===== src/hw/rtl/ilse_pkg.sv =====
// Shared types, codes and index helpers for the Ising lattice spin engine.
`timescale 1ns / 1ps

package ilse_pkg;

    localparam int IDX_W = 8;   // lattice index width, covers any row or column up to 256
    localparam int DIM_W = 7;
    localparam int J_W   = 11;
    localparam int DE_W  = 15;
    localparam int TE_W  = 25;
    localparam int MAG_W = 14;

    typedef enum logic [1:0] {
        CMD_QUERY  = 2'd0,
        CMD_FLIP   = 2'd1,
        CMD_WRITE  = 2'd2,
        CMD_SET_UP = 2'd3
    } cmd_t;

    typedef enum logic [1:0] {
        CFG_ROWS     = 2'd0,
        CFG_COLS     = 2'd1,
        CFG_COUPLING = 2'd2
    } cfg_idx_t;

    // effective dimensions (already clamped) and coupling
    typedef struct packed {
        logic [DIM_W-1:0]      rows;
        logic [DIM_W-1:0]      cols;
        logic signed [J_W-1:0] coupling;
    } cfg_t;

    // per-item update of the running totals
    typedef struct packed {
        logic              valid;
        logic              set_all;
        logic              flip;
        logic              spin_up;
        logic signed [3:0] nsum;
    } upd_t;

    // clamp an addressed row or column to the last one in use
    function automatic logic [IDX_W-1:0] sat_idx(input logic [5:0] v,
                                                 input logic [DIM_W-1:0] n);
        logic [IDX_W-1:0] v8;
        logic [IDX_W-1:0] n8;
        v8 = IDX_W'(v);
        n8 = IDX_W'(n);
        if (v8 >= n8)
            return n8 - IDX_W'(1);
        return v8;
    endfunction

    function automatic logic [IDX_W-1:0] wrap_dec(input logic [IDX_W-1:0] x,
                                                  input logic [DIM_W-1:0] n);
        logic [IDX_W-1:0] n8;
        n8 = IDX_W'(n);
        return (x == '0) ? n8 - IDX_W'(1) : x - IDX_W'(1);
    endfunction

    function automatic logic [IDX_W-1:0] wrap_inc(input logic [IDX_W-1:0] x,
                                                  input logic [DIM_W-1:0] n);
        logic [IDX_W-1:0] n8;
        n8 = IDX_W'(n);
        return (x + IDX_W'(1) == n8) ? '0 : x + IDX_W'(1);
    endfunction

endpackage


===== src/hw/rtl/ilse_totals.sv =====
// Running bond sum and magnetization, and the registered totals of a result.
`timescale 1ns / 1ps

module ilse_totals
    import ilse_pkg::*;
#(
    parameter int MAX_ROWS = 64,
    parameter int MAX_COLS = 64
)
(
    input  logic                    clk,
    input  logic                    rst_n,
    input  cfg_t                    cfg,
    input  upd_t                    upd,
    input  logic                    capture,
    output logic signed [TE_W-1:0]  total_energy,
    output logic signed [MAG_W-1:0] total_magnetization
);

    localparam int RST_R = (MAX_ROWS < 64) ? MAX_ROWS : 64;
    localparam int RST_C = (MAX_COLS < 64) ? MAX_COLS : 64;
    localparam int PW    = J_W + TE_W;
    localparam logic [TE_W-1:0]  BOND_RESET = TE_W'(2 * RST_R * RST_C);
    localparam logic [MAG_W-1:0] MAG_RESET  = MAG_W'(RST_R * RST_C);

    logic [TE_W-1:0]  bond_reg, bond_next;
    logic [MAG_W-1:0] mag_reg, mag_next;
    logic [TE_W-1:0]  energy_reg;
    logic [MAG_W-1:0] mag_out_reg;

    logic [13:0]                   area;
    logic [TE_W-1:0]               dbond;
    logic signed [J_W+TE_W-1:0]    prod;
    logic signed [J_W+TE_W-1:0]    neg_prod;

    assign area  = 14'(cfg.rows) * 14'(cfg.cols);
    // 2 * nsum, sign extended
    assign dbond = {{(TE_W-5){upd.nsum[3]}}, upd.nsum, 1'b0};

    always_comb
    begin
        bond_next = bond_reg;
        mag_next  = mag_reg;
        if (upd.valid && upd.set_all)
        begin
            bond_next = TE_W'({area, 1'b0});
            mag_next  = area;
        end
        else if (upd.valid && upd.flip)
        begin
            bond_next = upd.spin_up ? bond_reg - dbond : bond_reg + dbond;
            mag_next  = upd.spin_up ? mag_reg - MAG_W'(2) : mag_reg + MAG_W'(2);
        end
    end

    always_ff @(posedge clk or negedge rst_n)
    begin
        if (!rst_n)
        begin
            bond_reg <= BOND_RESET;
            mag_reg  <= MAG_RESET;
        end
        else
        begin
            bond_reg <= bond_next;
            mag_reg  <= mag_next;
        end
    end

    assign prod     = PW'(cfg.coupling) * PW'($signed(bond_reg));
    assign neg_prod = -prod;

    always_ff @(posedge clk)
    begin
        if (capture)
        begin
            energy_reg  <= neg_prod[TE_W-1:0];
            mag_out_reg <= mag_reg;
        end
    end

    assign total_energy        = $signed(energy_reg);
    assign total_magnetization = $signed(mag_out_reg);

endmodule


===== config.mk =====
export PLATFORM = sky130hd
export DESIGN_NAME = ilse_totals
export DESIGN_NICKNAME = d
export VERILOG_FILES = /design/src/hw/rtl/ilse_pkg.sv /design/src/hw/rtl/ilse_totals.sv
export SDC_FILE = /design/constraint.sdc
export NUM_CORES = 1
export LEC_CHECK = 0
export BUFFER_PORTS_ARGS = -buffer_cell sky130_fd_sc_hd__buf_4
export CAP_MARGIN = 20
export CORE_UTILIZATION = 35
export CTS_CLUSTER_SIZE = 16
export DETAILED_ROUTE_END_ITERATION = 10
export GPL_TIMING_DRIVEN = 0
export PLACE_DENSITY_LB_ADDON = 0.2
export RECOVER_POWER = 25
export SLEW_MARGIN = 20
export SYNTH_ARGS = -nofsm -noshare
export SYNTH_HDL_FRONTEND = slang
export SYNTH_SLANG_ARGS = --single-unit

===== constraint.sdc =====
create_clock -name clk -period 5.85 [get_ports clk]
set_clock_uncertainty 0.2 [all_clocks]
set_input_delay 0.2925 -clock clk [delete_from_list [all_inputs] [get_ports clk]]
set_output_delay 0.2925 -clock clk [all_outputs]
set_load 0.005 [all_outputs]

Word-level counts from Yosys, hierarchy flattened

Cells that the tools add are included.

Mux-type cells: 6
Multipliers: 2
Add/sub/neg operators: 5
Reductions and logical operators: 3

Operators by type and width:

| operator                                            | count |
|---|---|
| 2-to-1 mux 25 bit                                   | 3 |
| 2-to-1 mux 14 bit                                   | 3 |
| adder 25 bit                                        | 1 |
| multiplier 11 x 25 -> 25 bit                        | 1 |
| negator 25 bit                                      | 1 |
| subtractor 25 bit                                   | 1 |
| adder 14 x 2 -> 14 bit (second input constant)      | 1 |
| multiplier 7 x 7 -> 14 bit                          | 1 |
| subtractor 14 x 2 -> 14 bit (second input constant) | 1 |
| logical AND 1 bit                                   | 2 |
| nonzero test 2 bit                                  | 1 |

Input bits: 36
Output and inout bits: 39
Flip-flop bits (word level): 78

Longest topological paths before layout

Depth in word-level cells: 4
Mapped depth: 23
Mapped depth without buffers: 22

Least setup slack after synthesis

Ideal clock, no wire load.

Path kind: flip-flop to flip-flop
From: register bond_reg[13]
To: register energy_reg[24] (netlist: total_energy[24]), data pin
Period minus slack after synthesis: 5,715 ps
Slack: 135 ps
Data arrival time: 5,369 ps
Stages on the path, launching flop included: 21
Setup time: 146 ps
Cells stage by stage: dfstp_2 clkbuf_1 and2_1 fa_1 fa_1 inv_1 fa_1 fa_1 inv_1 fa_1 inv_1 ha_1 a21o_1 a21oi_1 o21bai_1 a21oi_1 nand2_1 o211a_1 and3_1 or3_1 a21oi_1

Longest elaborated chain between the ends: 2

RTL lines:

| what                         | line              | RTL |
|---|---|---|
| start, declared              | ilse_totals.sv:26 | `logic [TE_W-1:0] bond_reg, bond_next;` |
| start signal, assigned       | ilse_totals.sv:65 | `bond_reg <= bond_next;` |
| multiplier 11 x 25 -> 25 bit | ilse_totals.sv:70 | `assign prod = PW'(cfg.coupling) * PW'($signed(bond_reg));` |
| negator 25 bit               | ilse_totals.sv:71 | `assign neg_prod = -prod;` |
| via neg_prod[24]             | ilse_totals.sv:34 | `logic signed [J_W+TE_W-1:0] neg_prod;` |
| end signal, assigned         | ilse_totals.sv:77 | `energy_reg <= neg_prod[TE_W-1:0];` |
| end, declared                | ilse_totals.sv:28 | `logic [TE_W-1:0] energy_reg;` |

The timed path passes the listed nets, and every way through them passes these cells.
A chain may end at the register's enable or synchronous reset.

Worst setup path in the final report

From: register bond_reg[14]
To: register energy_reg[24] (netlist: total_energy[24]), data pin

Same word-level chain as after synthesis.

==> metrics.yaml <==
run_status:
  status: "finished, violations left"
  violations: "DRC, capacitance limit, slew limit"
worst_setup_path:
  worstPathMaxFanout: 10
  r2r-end: "total_energy[24]"
  cp-end-kind: "register"
  start_kind: "register"
  timing.critical_path.mode_cell: "fa_1"
  cp.required_ns: 5.86
  cp.depth: 20
  crit_type: "reg2reg"
  path_buf_inv: 4
  critPathArrivalTime_ns: 5.69
  ff2ff_path_depth: 20
  r2r-start: "bond_reg[14]"
  crit_family: "adder cells"
  slowest_delay_ns: 0.53
  r2r_slack_ns: 0.18
  slowest_stage: "fa_1"
  crit_chain: "clkbuf_8 > and2_1 > fa_1 > fa_1 > inv_1 > fa_1 > fa_1 > inv_1 > fa_1 > inv_1 > ha_4 > a21o_1 > a21oi_2 > o21bai_1 > a21oi_2 > nand2_1 > o211a_1 > and3_1 > or3_1 > a21oi_2"
route:
  detail_route.vias_per_cell: 4.839
  drc_errors: 6
  drtIter0Drc: 426
  routed_wl_um: 31560
  first_pass_iters: 8
  antenna_left: 0
  routed.top_layer: "met4"
  routedWlPerCell_um: 15.84
  wl_met2_um: 15550
  vias: 9644
  wl_met1_um: 14430
  wl_met3_um: 867
clock_tree:
  path_clk_slew_ns: 0.07
  cts_buffers: 9
  h-tree-depth: 3
  clk_latency_ns: 0.36
  numClockSinks: 76
  cts_tree: "yes"
  clockBufferDepth: 2
  ctsRootBufferMaster: "clkbuf_16"
finish:
  antenna_cells: 0
  drive_above_1_share: 0.09922
  areaGrowthSynthToFinish_pct: 12.90
  fillers: 3690
  layout_common_cells: "254 x inv_1, 186 x nand2_1, 174 x fa_1"
  design_area_um2: 14430
  fin_nets: 1884
  layout_commonest_cell: "inv_1"
place:
  placed_cell_area_um2: 13920
  port-buffer-count: 72
  dp_hpwl_um: 26330
  gp_congestion: 0.9084
grt:
  grt_pass1_vias: 10090
  grt_pass1_wl_um: 52450
  grt_usage: 0.1827
  grt_max_degree: 39
  gr-total-overflow: 0
  antenna_found_initial: 0
yosys:
  ys_warn_count: 0
  avgSynthCellArea_um2: 8.927
  syn_area_um2: 12780
  yosysSeqAreaShare: 0.1638
  syn_inst: 1432
  ys_async_sr_fraction: 0.5000
  ys.flop_type: "edfxtp_1"
  synth_edf_count: 38
  synth-seq-cells: 76
  synth_cell_type_count: 71
floorplan:
  fp-row-count: 69
  die_area_um2: 37290
  core_area_um2: 35740
  ios: 75
  die_w_um: 193.1
  start_util: 0.3577
  dieHeight_um: 193.1
timing:
  setup_tns_ns: 0
  slew_headroom: -0.4575
  timing.fmax_mhz: 176.3
  finalSetupViolCount: 0
  min_period_ns: 5.672
  fin_crit_sh: 0.9695
  slew_violations: 39
  tightest_slew_ns: 2.186
  hold_viol_final: 0
worst_hold_path:
  min_to: "mag_reg[3]"
  whs_path_depth: 4
  worstHoldStart: "upd[5]"
  hp-class: "in2reg"
run:
  max-cap-violations: 1
==> worst min-delay path, stage by stage <==
cell and delay (ns):
buf_4 0.12, nand3_1 0.07, o21ai_0 0.07, a21oi_1 0.06
==> how the worst max path moves through the flow <==
| stage | from | end |
|---|---|---|
| after CTS | bond_reg[6] | total_energy[23] |
| after detailed placement | cfg[4] | total_energy[24] |
| after floorplan | bond_reg[13] | total_energy[24] |
| after global placement | cfg[4] | total_energy[24] |
| after global routing | bond_reg[13] | total_energy[24] |
| final | bond_reg[14] | total_energy[24] |
==> metrics by stage <==
step / setup WS [ns] / hold slack (ns) / utilization / std cells
detailed placement: -0.7357 / 0.1149 / 0.3894 / 1970
global placement: -0.6968 / 0.1173 / 0.3894 / 1970
floorplan: 0.1352 / -0.2031 / - / 1437
CTS: 0.01158 / 0.07636 / 0.3996 / 1984
global route: -0.02933 / 0.1322 / 0.4038 / 1993
finish: 0.1782 / 0.09391 / 0.4038 / 1993
==> area by class of cell <==
type	count	area (um^2)	share of cell area
Clock inverter	6	51.30	0.003554
Clock buffer	10	250.2	0.01734
Timing Repair Buffer	86	644.4	0.04465
Inverter	255	957.2	0.06632
Sequential cell	76	2105	0.1458
Buffer	40	237.7	0.01647
Multi-Input combinational cell	1059	9610	0.6659
Tap cell	461	576.8	0.03997
==> cells by family after synthesis <==
group | after synthesis | synth area share
other cells | 2 | 0.0005875
simple gates | 443 | 0.1658
fa+ha+maj | 321 | 0.4187
mux | 4 | 0.003132
compound gates | 211 | 0.1068
flops | 76 | 0.1638
buf+inv | 302 | 0.09112
xor+xnor | 73 | 0.05001
==> cells in the mapped netlist, types with 5 or more instances <==
cell	number	share of area
clkbuf_1	41	0.012
nand2b_1	5	0.0024
a211oi_1	7	0.0041
o21a_1	6	0.0035
xnor2_1	49	0.034
nand2_1	186	0.055
inv_1	255	0.075
o21ai_0	53	0.021
o211ai_1	5	0.0029
nor3_1	17	0.0067
nand3_1	14	0.0055
ha_1	143	0.14
a31oi_1	5	0.0024
nor2b_1	5	0.0024
or3_1	7	0.0034
o21bai_1	9	0.0053
edfxtp_1	38	0.089
fa_1	178	0.28
nor2_1	62	0.018
a21oi_1	62	0.024
dfrtp_1	36	0.070
and2_1	129	0.063
xor2_1	24	0.016
a21o_1	18	0.011
==> layer usage <==
metal | vias to the layer above | track usage
li1 | 4753 | -
met4 | 0 | 0.05679
met3 | 39 | 0.02045
met5 | - | 0
met2 | 146 | 0.3166
met1 | 4706 | 0.2376
==> timing repair <==
item | 4_1_cts | 5_1_grt
hold endpoints to repair | 36 | 0
gates resized for setup | 22 | 43
setup endpoints to repair | 8 | 7
hold buffers | 1 | 0
buffers inserted | 0 | 13
pin swaps | 1 | 8
Power is not shown: default switching activity piles up to over one toggle a cycle in this logic, so the estimate is an artifact.
